==> config.mk <==
export PLATFORM = sky130hd
export DESIGN_NAME = i2c_master_register_access_top
export DESIGN_NICKNAME = d
export VERILOG_FILES = /design/src/design/i2cra_pkg.sv /design/src/design/i2cra_front.sv /design/src/design/i2cra_back.sv /design/src/design/i2c_master_register_access_top.sv
export SDC_FILE = /design/constraint.sdc
export NUM_CORES = 1
export LEC_CHECK = 0
export ABC_AREA = 1
export BUFFER_PORTS_ARGS = -buffer_cell sky130_fd_sc_hd__buf_2
export CAP_MARGIN = 20
export CORE_MARGIN = 4
export CORE_UTILIZATION = 30
export CTS_CLUSTER_SIZE = 25
export DETAILED_ROUTE_END_ITERATION = 10
export GPL_ROUTABILITY_DRIVEN = 0
export PLACE_DENSITY_LB_ADDON = 0.05
export SYNTH_ARGS = -nofsm -noshare
export SYNTH_HDL_FRONTEND = slang
export SYNTH_SLANG_ARGS = --single-unit
export TNS_END_PERCENT = 20
==> constraint.sdc <==
create_clock -name clk -period 8.4 [get_ports clk]
set_clock_uncertainty 0.05 [all_clocks]
set_input_delay 0.42 -clock clk [delete_from_list [all_inputs] [get_ports clk]]
set_output_delay 0.42 -clock clk [all_outputs]
set_load 0.01 [all_outputs]
==> src/design/i2cra_pkg.sv <==
// Package for the I2C register-access master: phase codes, stop kinds, command codes,
// register indexes, the front/back queue entry type and the result and config types. No dependencies.
`default_nettype none
package i2cra_pkg;
  typedef enum logic [4:0] {
    PH_IDLE, PH_ST_A, PH_ST_B, PH_ST_C, PH_ST_D, PH_TX_BIT, PH_TX_HI, PH_TX_REL,
    PH_TX_POLL, PH_TX_CLKLO, PH_TX_END, PH_RX_LO, PH_RX_HI, PH_RX_SAMPLE,
    PH_RX_NACK_HI, PH_SP_A, PH_SP_B, PH_SP_C, PH_SP_D, PH_GAP
  } phase_t;

  typedef enum logic [1:0] {
    STOP_OK, STOP_FAIL, STOP_RETRY, STOP_RETRY_GAP
  } stop_kind_t;

  localparam logic [1:0] CMD_NONE = 2'd0;
  localparam logic [1:0] CMD_WRITE = 2'd1;
  localparam logic [1:0] CMD_READ = 2'd2;
  localparam logic [1:0] CMD_MASKED = 2'd3;

  localparam logic [1:0] REG_DEV = 2'd0;
  localparam logic [1:0] REG_ATT = 2'd1;
  localparam logic [1:0] REG_POLL = 2'd2;
  localparam logic [1:0] REG_GAP = 2'd3;

  localparam int QDEPTH = 2;

  // one tick as queued by the front end
  typedef struct packed {
    logic [1:0] command;
    logic [7:0] reg_addr;
    logic [7:0] write_data;
    logic [7:0] bit_mask;
    logic       sda_level;
    logic       scl_level;
  } tick_t;

  typedef struct packed {
    logic       scl_release;
    logic       sda_release;
    logic       busy_res;
    logic       done_res;
    logic       success;
    logic [7:0] read_data;
  } result_t;

  typedef struct packed {
    logic [7:0]  dev;
    logic [2:0]  attempts;
    logic [3:0]  poll;
    logic [15:0] gap;
  } cfg_t;
endpackage
`default_nettype wire

==> src/design/i2cra_front.sv <==
// Front end: accepts ticks from the input stream and queues them.
// Depends on i2cra_pkg.
`default_nettype none
module i2cra_front (
  input  wire logic             clk,
  input  wire logic             rst,
  input  wire logic             in_valid,
  output logic                  in_ready,
  input  wire i2cra_pkg::tick_t in_tick,
  output logic                  q_valid,
  input  wire logic             q_take,
  output i2cra_pkg::tick_t      q_tick
);
  import i2cra_pkg::*;
  tick_t      mem [QDEPTH];
  logic       wp, rp;
  logic [1:0] count;

  assign in_ready = (count != 2'(QDEPTH));
  assign q_valid  = (count != 2'd0);
  assign q_tick   = mem[rp];

  always_ff @(posedge clk) begin
    if (in_valid && in_ready) mem[wp] <= in_tick;
  end

  always_ff @(posedge clk) begin
    if (rst) begin
      wp <= 1'b0;
      rp <= 1'b0;
      count <= 2'd0;
    end else begin
      if (in_valid && in_ready) wp <= ~wp;
      if (q_take) rp <= ~rp;
      count <= count + 2'(in_valid && in_ready) - 2'(q_take);
    end
  end
endmodule
`default_nettype wire

==> src/design/i2cra_back.sv <==
// Back end: the bus sequencer. Runs one tick per queued item and keeps a
// one-entry output register. Depends on i2cra_pkg.
`default_nettype none
module i2cra_back (
  input  wire logic             clk,
  input  wire logic             rst,
  input  wire i2cra_pkg::cfg_t  cfg,
  input  wire logic             q_valid,
  output logic                  q_take,
  input  wire i2cra_pkg::tick_t q_tick,
  output logic                  out_valid,
  input  wire logic             out_ready,
  output i2cra_pkg::result_t    out_res
);
  import i2cra_pkg::*;
  phase_t     phase, phase_next;
  stop_kind_t stop_kind, stop_kind_next;
  logic [3:0] bit_count, bit_count_next;
  logic [7:0] shift_byte, shift_byte_next, received_byte, received_byte_next;
  logic [2:0] attempts_left, attempts_left_next;
  logic [3:0] seq_step, seq_step_next;
  logic [15:0] wait_count, wait_count_next;
  logic [1:0] pending_command, pending_command_next;
  logic [7:0] held_reg_addr, held_reg_addr_next, held_data, held_data_next;
  logic [7:0] held_mask, held_mask_next;
  logic ack_seen, ack_seen_next, scl_drv, scl_drv_next, sda_drv, sda_drv_next;
  logic done, ok;
  logic [3:0] bstep;
  logic       bgo;
  logic [3:0] bc_inc;

  assign q_take = q_valid && (!out_valid || out_ready);
  assign bc_inc = bit_count + 4'd1;

  always_comb begin
    phase_next = phase; stop_kind_next = stop_kind; bit_count_next = bit_count;
    shift_byte_next = shift_byte; received_byte_next = received_byte;
    attempts_left_next = attempts_left; seq_step_next = seq_step;
    wait_count_next = wait_count; pending_command_next = pending_command;
    held_reg_addr_next = held_reg_addr; held_data_next = held_data;
    held_mask_next = held_mask; ack_seen_next = ack_seen;
    scl_drv_next = scl_drv; sda_drv_next = sda_drv;
    done = 1'b0; ok = 1'b0; bgo = 1'b0; bstep = 4'd0;
    unique case (phase)
      PH_IDLE: begin
        scl_drv_next = 1'b1; sda_drv_next = 1'b1;
        if (q_tick.command != CMD_NONE) begin
          pending_command_next = q_tick.command;
          held_reg_addr_next = q_tick.reg_addr;
          held_data_next = q_tick.write_data;
          held_mask_next = q_tick.bit_mask;
          bgo = 1'b1; bstep = (q_tick.command == CMD_WRITE) ? 4'd5 : 4'd0;
        end
      end
      PH_ST_A: begin sda_drv_next = 1'b1; phase_next = PH_ST_B; end
      PH_ST_B: begin scl_drv_next = 1'b1; phase_next = PH_ST_C; end
      PH_ST_C: begin
        if (!q_tick.sda_level || !q_tick.scl_level) begin
          stop_kind_next = STOP_RETRY; phase_next = PH_SP_A;
        end else begin
          sda_drv_next = 1'b0; phase_next = PH_ST_D;
        end
      end
      PH_ST_D: begin
        scl_drv_next = 1'b0;
        shift_byte_next = (seq_step == 4'd2) ? (cfg.dev | 8'h01) : (cfg.dev & 8'hFE);
        bit_count_next = 4'd0; phase_next = PH_TX_BIT;
      end
      PH_TX_BIT: begin
        scl_drv_next = 1'b0; sda_drv_next = shift_byte[7]; phase_next = PH_TX_HI;
      end
      PH_TX_HI: begin
        scl_drv_next = 1'b1; shift_byte_next = {shift_byte[6:0], 1'b0};
        bit_count_next = bc_inc;
        phase_next = (bc_inc >= 4'd8) ? PH_TX_REL : PH_TX_BIT;
      end
      PH_TX_REL: begin
        scl_drv_next = 1'b0; sda_drv_next = 1'b1;
        wait_count_next = (cfg.poll != 4'd0) ? {12'd0, cfg.poll} : 16'd1;
        phase_next = PH_TX_POLL;
      end
      PH_TX_POLL: begin
        if (!q_tick.sda_level) begin
          ack_seen_next = 1'b1; scl_drv_next = 1'b1; phase_next = PH_TX_CLKLO;
        end else begin
          if (wait_count != 16'd0) wait_count_next = wait_count - 16'd1;
          if (wait_count <= 16'd1) begin
            ack_seen_next = 1'b0; scl_drv_next = 1'b1; phase_next = PH_TX_CLKLO;
          end
        end
      end
      PH_TX_CLKLO: begin scl_drv_next = 1'b0; phase_next = PH_TX_END; end
      PH_TX_END: begin
        sda_drv_next = 1'b0;
        if (ack_seen) begin
          bgo = 1'b1; bstep = seq_step + 4'd1;
        end else if (seq_step == 4'd0 || seq_step == 4'd2 || seq_step == 4'd5) begin
          stop_kind_next = STOP_RETRY_GAP; phase_next = PH_SP_A;
        end else begin
          stop_kind_next = STOP_FAIL; phase_next = PH_SP_A;
        end
      end
      PH_RX_LO: begin
        scl_drv_next = 1'b0; sda_drv_next = 1'b1; phase_next = PH_RX_HI;
      end
      PH_RX_HI: begin scl_drv_next = 1'b1; phase_next = PH_RX_SAMPLE; end
      PH_RX_SAMPLE: begin
        received_byte_next = {received_byte[6:0], q_tick.sda_level};
        bit_count_next = bc_inc;
        scl_drv_next = 1'b0; sda_drv_next = 1'b1;
        phase_next = (bc_inc >= 4'd8) ? PH_RX_NACK_HI : PH_RX_HI;
      end
      PH_RX_NACK_HI: begin scl_drv_next = 1'b1; bgo = 1'b1; bstep = 4'd4; end
      PH_SP_A: begin scl_drv_next = 1'b0; phase_next = PH_SP_B; end
      PH_SP_B: begin sda_drv_next = 1'b0; phase_next = PH_SP_C; end
      PH_SP_C: begin scl_drv_next = 1'b1; phase_next = PH_SP_D; end
      PH_SP_D: begin
        sda_drv_next = 1'b1;
        unique case (stop_kind)
          STOP_OK: begin
            if (seq_step == 4'd4 && pending_command == CMD_MASKED) begin
              held_data_next = (received_byte & ~held_mask) | (held_data & held_mask);
              bgo = 1'b1; bstep = 4'd5;
            end else begin
              done = 1'b1; ok = 1'b1; phase_next = PH_IDLE;
            end
          end
          STOP_FAIL: begin done = 1'b1; phase_next = PH_IDLE; end
          default: begin
            if (attempts_left != 3'd0) attempts_left_next = attempts_left - 3'd1;
            if (attempts_left <= 3'd1) begin
              done = 1'b1; phase_next = PH_IDLE;
            end else if (stop_kind == STOP_RETRY) phase_next = PH_ST_A;
            else begin
              wait_count_next = cfg.gap; phase_next = PH_GAP;
            end
          end
        endcase
      end
      PH_GAP: begin
        if (wait_count == 16'd0) phase_next = PH_ST_A;
        else wait_count_next = wait_count - 16'd1;
      end
      default: begin
        scl_drv_next = 1'b1; sda_drv_next = 1'b1; phase_next = PH_IDLE;
      end
    endcase
    // start of a sequence step
    if (bgo) begin
      seq_step_next = bstep;
      case (bstep)
        4'd0, 4'd2, 4'd5: begin
          attempts_left_next = (cfg.attempts != 3'd0) ? cfg.attempts : 3'd1;
          phase_next = PH_ST_A;
        end
        4'd1, 4'd6: begin
          shift_byte_next = held_reg_addr_next; bit_count_next = 4'd0;
          phase_next = PH_TX_BIT;
        end
        4'd7: begin
          shift_byte_next = held_data_next; bit_count_next = 4'd0;
          phase_next = PH_TX_BIT;
        end
        4'd3: begin
          received_byte_next = 8'd0; bit_count_next = 4'd0; phase_next = PH_RX_LO;
        end
        default: begin stop_kind_next = STOP_OK; phase_next = PH_SP_A; end
      endcase
    end
  end

  always_ff @(posedge clk) begin
    if (rst) begin
      phase <= PH_IDLE; stop_kind <= STOP_OK; bit_count <= 4'd0;
      shift_byte <= 8'd0; received_byte <= 8'd0; attempts_left <= 3'd0;
      seq_step <= 4'd0; wait_count <= 16'd0; pending_command <= CMD_NONE;
      held_reg_addr <= 8'd0; held_data <= 8'd0; held_mask <= 8'd0;
      ack_seen <= 1'b0; scl_drv <= 1'b1; sda_drv <= 1'b1; out_valid <= 1'b0;
    end else begin
      if (q_take) begin
        phase <= phase_next; stop_kind <= stop_kind_next;
        bit_count <= bit_count_next; shift_byte <= shift_byte_next;
        received_byte <= received_byte_next; attempts_left <= attempts_left_next;
        seq_step <= seq_step_next; wait_count <= wait_count_next;
        pending_command <= pending_command_next;
        held_reg_addr <= held_reg_addr_next; held_data <= held_data_next;
        held_mask <= held_mask_next; ack_seen <= ack_seen_next;
        scl_drv <= scl_drv_next; sda_drv <= sda_drv_next;
        out_valid <= 1'b1;
      end else if (out_ready) begin
        out_valid <= 1'b0;
      end
    end
  end

  always_ff @(posedge clk) begin
    if (q_take) begin
      out_res.scl_release <= scl_drv_next;
      out_res.sda_release <= sda_drv_next;
      out_res.busy_res <= (phase_next != PH_IDLE);
      out_res.done_res <= done;
      out_res.success <= done && ok;
      out_res.read_data <= (done && ok && pending_command_next != CMD_WRITE)
                           ? received_byte_next : 8'd0;
    end
  end
endmodule
`default_nettype wire

==> src/design/i2c_master_register_access_top.sv <==
// Top level of the I2C register-access master: APB register file, stream
// ports, front queue and bus sequencer. Depends on i2cra_pkg, i2cra_front, i2cra_back.
`default_nettype none
// Each input item is one bit-time tick of the bus: the sampled SDA/SCL levels
// plus, while idle, a command (1 write, 2 read, 3 masked read-modify-write).
// Each tick yields exactly one result item with the open-drain releases for
// the next tick and status (busy, done, success, read_data). Throughput is
// one item per clock unless m_tready stalls; items pass the two-entry input
// queue, then the sequencer updates its state and output register together.
// Registers (APB, byte address 4*i): device address, start attempts, ack poll
// ticks, retry gap ticks. Write them only while no command is in flight.
module i2c_master_register_access_top (
  input  wire logic        clk,
  input  wire logic        rst,
  input  wire logic        psel,
  input  wire logic        penable,
  input  wire logic        pwrite,
  input  wire logic [3:0]  paddr,
  input  wire logic [31:0] pwdata,
  output logic [31:0]      prdata,
  output logic             pready,
  input  wire logic        s_tvalid,
  output logic             s_tready,
  // command[1:0], reg_addr[9:2], write_data[17:10], bit_mask[25:18],
  // sda_level[26], scl_level[27], zero fill [31:28]
  input  wire logic [31:0] s_tdata,
  output logic             m_tvalid,
  input  wire logic        m_tready,
  // scl_release[0], sda_release[1], busy_res[2], done_res[3], success[4],
  // read_data[12:5], zero fill [15:13]
  output logic [15:0]      m_tdata
);
  import i2cra_pkg::*;
  cfg_t    cfg;
  tick_t   in_tick, q_tick;
  result_t res;
  logic    q_valid, q_take;
  logic    wr;
  logic [1:0] ridx;

  assign pready = 1'b1;
  assign wr = psel && penable && pwrite;
  assign ridx = paddr[3:2];

  always_ff @(posedge clk) begin
    if (rst) begin
      cfg.dev <= 8'd0; cfg.attempts <= 3'd3; cfg.poll <= 4'd5; cfg.gap <= 16'd16;
    end else if (wr && paddr[1:0] == 2'd0) begin
      unique case (ridx)
        REG_DEV:  cfg.dev <= pwdata[7:0];
        REG_ATT:  cfg.attempts <= pwdata[2:0];
        REG_POLL: cfg.poll <= pwdata[3:0];
        REG_GAP:  cfg.gap <= pwdata[15:0];
        default:  ;
      endcase
    end
  end

  always_comb begin
    unique case (ridx)
      REG_DEV:  prdata = {24'd0, cfg.dev};
      REG_ATT:  prdata = {29'd0, cfg.attempts};
      REG_POLL: prdata = {28'd0, cfg.poll};
      REG_GAP:  prdata = {16'd0, cfg.gap};
      default:  prdata = 32'd0;
    endcase
  end

  assign in_tick = '{command: s_tdata[1:0], reg_addr: s_tdata[9:2],
                     write_data: s_tdata[17:10], bit_mask: s_tdata[25:18],
                     sda_level: s_tdata[26], scl_level: s_tdata[27]};

  i2cra_front u_front (
    .clk(clk), .rst(rst), .in_valid(s_tvalid), .in_ready(s_tready),
    .in_tick(in_tick), .q_valid(q_valid), .q_take(q_take), .q_tick(q_tick)
  );

  i2cra_back u_back (
    .clk(clk), .rst(rst), .cfg(cfg), .q_valid(q_valid), .q_take(q_take),
    .q_tick(q_tick), .out_valid(m_tvalid), .out_ready(m_tready), .out_res(res)
  );

  assign m_tdata = {3'd0, res.read_data, res.success, res.done_res,
                    res.busy_res, res.sda_release, res.scl_release};

  // success only ever comes with done
  a_succ_done: assert property (@(posedge clk) disable iff (rst)
    m_tvalid |-> (!res.success || res.done_res))
    else $error("success without done");
  // a finished transaction reports not busy
  a_done_idle: assert property (@(posedge clk) disable iff (rst)
    m_tvalid && res.done_res |-> !res.busy_res)
    else $error("done while busy");
  // a stalled result holds
  a_hold: assert property (@(posedge clk) disable iff (rst)
    m_tvalid && !m_tready |=> m_tvalid && $stable(m_tdata))
    else $error("result changed under stall");
endmodule
`default_nettype wire

==> Word-level counts from Yosys, hierarchy flattened <==
Memories as Yosys holds them, arrays and structs flattened. A register that Yosys moved wholly into a read port is not among the register bits.
Cells that the tools add are included.
{ "classes": {"add_sub_neg": 6, "n_lt_le_gt_ge": 3, "n_eq_ne": 44, "mux": 83, "bitwise": 6, "n_reduce_logical": 51} }
{ "ops": {"columns": ["operator", "count"], "rows": [
  ["32-bit one-hot mux with 4 select lines", 1],
  ["16-bit 2-to-1 mux", 6],
  ["5-bit one-hot mux with 19 select lines", 1],
  ["8-bit 2-to-1 mux", 9],
  ["16-bit one-hot mux with 4 select lines", 1],
  ["8-bit one-hot mux with 2 select lines", 3],
  ["5-bit by 4-bit == test with 1-bit output (second input constant)", 8],
  ["5-bit 2-to-1 mux", 8],
  ["4-bit 2-to-1 mux", 7],
  ["3-bit 2-to-1 mux", 8],
  ["1-bit 2-to-1 mux", 21],
  ["4-bit by 3-bit == test with 1-bit output (second input constant)", 5],
  ["5-bit by 3-bit == test with 1-bit output (second input constant)", 4],
  ["5-bit == test (second input constant)", 4],
  ["2-bit 2-to-1 mux", 9],
  ["8-bit bitwise AND", 2],
  ["16-bit by 1-bit <= comparator with 1-bit output (second input constant)", 1],
  ["16-bit logical NOT", 1],
  ["4-bit one-hot mux with 4 select lines", 1],
  ["16-bit nonzero test", 1],
  ["16-bit by 1-bit subtractor with 16-bit output (second input constant)", 1],
  ["7-bit OR reduction", 2],
  ["4-bit by 2-bit == test with 1-bit output (second input constant)", 3],
  ["2-bit != test (second input constant)", 6],
  ["other kinds (40)", 80]
]} }
{ "word_totals": {"reg_bits": 128, "ramBits": 56, "input_bits": 75, "output_inout_bits": 51, "word_cells": 223, "n_memories": 1} }
{ "mem_list": {"columns": ["memory", "words", "width", "rd", "rd_ports_with_merged_regs", "wr", "line_no", "rtl"], "rows": [
  ["u_front.mem", 2, 28, 1, 1, 1, "i2cra_front.sv:15", "tick_t mem [QDEPTH];"]
]} }

==> Longest topological paths before layout <==
{ "depth": {"ltp_word": 10, "depth_mapped": 17} }

==> Hierarchy <==
Synthesis repeated with hierarchy kept, for this count alone.
{ "hier_totals": {"cells_unflattened": 1345, "hier_area_um2": 10144.7} }
{ "by_module_without_submodules": {"columns": ["mod", "instances", "cells_each", "area_per_inst_um2", "seq_area_each_um2"], "rows": [
  ["i2cra_back", 1, 930, 5934.4, 1991.9],
  ["i2cra_front", 1, 118, 2347.3, 1781.7],
  ["i2c_master_register_access_top", 1, 297, 1863.0, 620.6]
]} }

==> Worst setup path after synthesis <==
Ideal clock, no wire load.
{ "synth_path": {"path_type": "input-to-reg", "start": "in m_tready", "end": "reg u_front.count[1]", "setup_ns": 0.070, "arrival_time_ns": 2.654, "required_time_ns": 8.280, "setup_slack_ns": 5.626, "stages": 11, "path_buffers": 3, "path_cell_list": "nor2_1 > a21oi_1 > clkbuf_1 > clkbuf_1 > buf_1 > ha_1 > inv_1 > ha_1 > xor2_1 > o21ai_0 > a21oi_1"} }
{ "synth_between": {"elab_chain_cells": 3} }
{ "synth_rtl": {"columns": ["item", "line_no", "rtl"], "rows": [
  ["start: declaration", "i2c_master_register_access_top.sv:28", "input wire logic m_tready,"],
  ["1-bit logical OR", "i2cra_back.sv:32", "assign q_take = q_valid && (!out_valid || out_ready);"],
  ["1-bit logical AND", "i2cra_back.sv:32", null],
  ["named net q_take", "i2c_master_register_access_top.sv:37", "logic q_valid, q_take;"],
  ["2-bit by 1-bit subtractor with 2-bit output", "i2cra_front.sv:35", "count <= count + 2'(in_valid && in_ready) - 2'(q_take);"],
  ["end signal: assignment", "i2cra_front.sv:35", null],
  ["end: declaration", "i2cra_front.sv:17", "logic [1:0] count;"]
]} }
The timed path passes the listed nets, and every way through them passes these cells.
A chain may end at the register's enable or synchronous reset.

==> Worst setup path in the final report <==
{ "layout_path": {"start": "reg u_back.phase[1]", "end": "reg u_back.wait_count[0]"} }
{ "layout_between": {"elab_chain_cells": 3, "elab_cells_between_ends": 13, "classes_between": "10 x eq/ne; 1 x mux; 2 x reduce/logical"} }
{ "layout_rtl": {"columns": ["item", "line_no", "rtl"], "rows": [
  ["start: declaration", "i2cra_back.sv:16", "phase_t phase, phase_next;"],
  ["start signal: assignment", "i2cra_back.sv:181", "phase <= phase_next; stop_kind <= stop_kind_next;"],
  ["5-bit == test (tied with other cells)", "i2cra_back.sv:44", "unique case (phase)"],
  ["2-bit != test (no line) (tied with other cells)", null, null],
  ["8-bit AND reduction (no line)", null, null],
  ["end signal: assignment", "i2cra_back.sv:184", "seq_step <= seq_step_next; wait_count <= wait_count_next;"],
  ["end: declaration", "i2cra_back.sv:22", "logic [15:0] wait_count, wait_count_next;"]
]} }
Parallel ways exist; a longest one is shown, timed or not.

==> results by group <==
Worst setup path
  – Largest stage delay, worst path: slightly above 700 ps
  – CP top delay family: simple AND/OR/NAND/NOR gates
  – Critical-path cell list: inv_2, nor2_4, nand3_2, inv_1, nand3_1, o21ai_0, nor2_1, nand2_2, inv_2, o21ai_0, a21oi_1
  – Critical path peak fanout: 23
  – Critical Path Start: u_back.phase[1]
  – Crit end category: flop
  – R2R cell count: 11
  – R2R Setup Slk: about 5000 ps
  – Arrival time worst endpoint: 3600 ps
  – Reg-to-reg startpoint: u_back.phase[1]
  – R2r endpoint: u_back.wait_count[0]
  – WP data required: approximately 8700 ps
  – Worst path slowest cell: inv_1
  – Bufs and invs on worst path: 3
  – Crit Path Class: flop to flop
  – Critical Path Source Type: flop

STA
  – Final Max Tran Viols: 0
  – Fmax achieved: 300 MHz
  – Slew margin rel.: between 30% and 40%
  – Clock period minus worst slack: ~3300 ps
  – # setup viols final: 0
  – RSZ-0062 raised after global routing: no
  – Actual slew at the worst max-slew pin: 952 ps
  – Final hold violation count: 0
  – Ratio of final minimum period to clock period: a little under 40%
  – Setup tns final: 0 ps

Placement
  – Post-DP Area: ~10,000 um^2
  – Post-DP HPWL: between 15,000 and 20,000 um
  – Placed Cells incl. Taps: about 1,700
  – IO Port Bufs: 85

Synth
  – Leading area contributor after synthesis: dfxtp_1
  – Synth top area share: 24.6%
  – Post-synth top flop: dfxtp_1
  – Most common cell in the netlist: nand2_1
  – Sequential-to-total area share from yosys stat: 46.5%
  – Number of enable flip-flop cells after synthesis: 69
  – Synth Area in XOR/XNOR: ~1.2%
  – Seq cells post-synth: about 190
  – Mux cell area share after synthesis: 0.529%
  – Post-synth top cells: 271 x nand2_1, 157 x inv_1, 121 x nor2_1
  – Yosys warns: 0
  – Async SR Flop Fraction: 0%
  – Synth area leaders: dfxtp_1 25%, edfxtp_1 22%, nand2_1 11%
  – Post-synthesis compound-gate area fraction: approximately 17%
  – Post-Syn Instances: approximately 1,200
  – Main combinational cell family by area after synthesis: simple AND/OR/NAND/NOR gates
  – Post-Synth Simple-Gate Area: 22.7%
  – Number of library cell types mapped by synthesis: between 40 and 50
  – Netlist Area Pre-Place: approximately 9500 um^2
  – Synth Area in Adders: roughly 1.6%
  – Syn Area/Cell: 7.61 um^2

Clocking
  – H-tree lvl count: 4
  – Clk_lat worst skew: 440 ps
  – TritonCTS buffer count: 17
  – Hold Buf Count CTS: 0
  – Root buffer cell: clkbuf_16
  – CTS tree: done
  – Sink Count: 185
  – Post-CTS Resized: 0
  – Clock-pin slew on the worst setup and hold paths: ~70 ps
  – Longest Clk Path Bufs: 2
  – Setup Fix Bufs, Post-CTS: 0

Floorplanning
  – Die Y: about 190 um
  – Die X: around 190 um
  – Ports: 126
  – Core area: around 31,000 um^2
  – Initial Util: a little under a third
  – Die ar.: about 34,000 um^2
  – Site Rows: 64

Routing
  – Drt wl/cell: between 15 and 20 um
  – # DRC: 0
  – Starting DRC count in detailed routing: ~500
  – Final WL: between 20,000 and 30,000 um
  – Detailed Routing Iterations Pass 1: 7
  – Vias: between 8,000 and 9,000
  – Via-to-Cell Ratio: approximately 4.7
  – Antenna viol nets, final: 0

Finish
  – ANT cells: 0
  – Final cell count without fillers: between 1,500 and 2,000
  – Area Overhead vs Synth: 14.2%
  – Nets: 1,395
  – Fin util: between 30% and 40%
  – Proportion of layout cells with a drive suffix above 1: 12.6%
  – Finished Cell Area: ~11,000 um^2

GRT
  – Vias in the first global route: roughly 7,700
  – All-Layer GR Usage: ~16%
  – Antenna violations before repair: 0
  – GRT overflow: 0
  – Largest net degree at the start of global routing: 67
  – First-pass GRT wire length: 42,300 um

Power and ir drop
  – PD cells: about 350 nW/um^2
  – Power Total: approximately 3.7 mW
  – Leakage power: around 4.7 nW
  – Peak VDD IR: ~140 uV

Worst hold path
  – Hold EP: u_front.mem[1][15]
  – WHS Path Cells: 1
  – HP Class: input port to flop
  – Worst Hold Launch: s_tdata[15]

Job
  – Max-cap viol count: 0

Run status
  – Outcome: complete, no violations
## per-layer routing
layer | vias to the layer above | share of wire, % | track usage (%)
li1 | 4190 | - | -
met1 | 3678 | 48 | 21.9
met4 | 0 | 1.6 | 4.69
met5 | - | 0 | 0
met2 | 116 | 47 | 25.5
met3 | 25 | 2.9 | 2.42
## worst register-to-register path: stages, from the launching register on
cell and delay [ps]:
dfxtp_1 500, inv_2 130, nor2_4 140, nand3_2 530
inv_1 740, nand3_1 130, o21ai_0 110, nor2_1 70
nand2_2 310, inv_2 220, o21ai_0 220, a21oi_1 60
## state kept, by name, summed over array words and instances, names as in the netlist, 3 cells and up, named ones only
| signal | cells |
|---|---|
| cfg | 31 |
| u_back.attempts_left | 3 |
| u_back.bit_count | 4 |
| u_back.held_data | 8 |
| u_back.held_mask | 8 |
| u_back.held_reg_addr | 8 |
| u_back.out_res | 13 |
| u_back.phase | 5 |
| u_back.received_byte | 8 |
| u_back.seq_step | 4 |
| u_back.shift_byte | 8 |
| u_back.wait_count | 16 |
| u_front.mem | 56 |
## area by class of cell
type	count	area, um^2
multi-input combinational	840	4170
tap	396	495
sequential	185	4390
clock inverter	12	175
inverter	171	642
timing repair buffer	93	485
clock buffer	20	437
fill	3291	20000
## cell families after synthesis
logic type / Yosys count
AO/OA/AOI/OAI: 292
XOR/XNOR: 13
adder cells (fa/ha/maj): 12
buffers and inverters: 236
flip-flops: 185
multiplexers: 5
other: 2
AND/OR/NAND/NOR: 498
## through the flow
step,hold slack (ps),worst slack (ps)
after floorplan,375,5630
after global placement,384,5090
after detailed placement,392,5080
after CTS,85.6,5060
after global routing,90.6,4820
final,112,5070
## report_power, final
group / switching (mW) / leakage [nW] / internal (mW) / total (mW)
Sequential: 0.126 / 1.59 / 1.16 / 1.28
Clock: 0.354 / 0.278 / 0.497 / 0.851
Combinational: 1.12 / 2.83 / 0.471 / 1.59
## worst max-delay path by stage
stage	slack, ps	endpoint	cells after the start
global route	4820	u_back.held_mask[1]	11
CTS	5060	u_back.wait_count[14]	12
finish	5070	u_back.wait_count[0]	11
global placement	5090	u_back.wait_count[14]	12
floorplan	5630	u_front.count[1]	11
detailed placement	5080	u_back.wait_count[14]	12
## placed cells by master, fill, tap and decap left out, types with 3 or more instances in the layout
cell and instances:
buf_2 85, nand3_2 5, nor2_2 5, nand2_2 8, o21ai_1 5, clkbuf_1 3, clkinvlp_2 3, ha_1 12
o211ai_1 21, nand3_1 60, inv_2 13, a21oi_1 109, buf_4 8, xor2_1 13, o22ai_1 15, mux2i_1 5
nor3_1 7, dfxtp_1 116, bufinv_16 4, o221ai_1 5, nand2_4 3, edfxtp_1 69, clkbuf_16 17, o21ai_0 116
clkinvlp_4 3, nand4_1 7, a211oi_1 7, nor2_4 7, conb_1 20, nand2_1 271, nor2_1 119, inv_1 157
No activity file was read; power rests on OpenSTA's default activity.
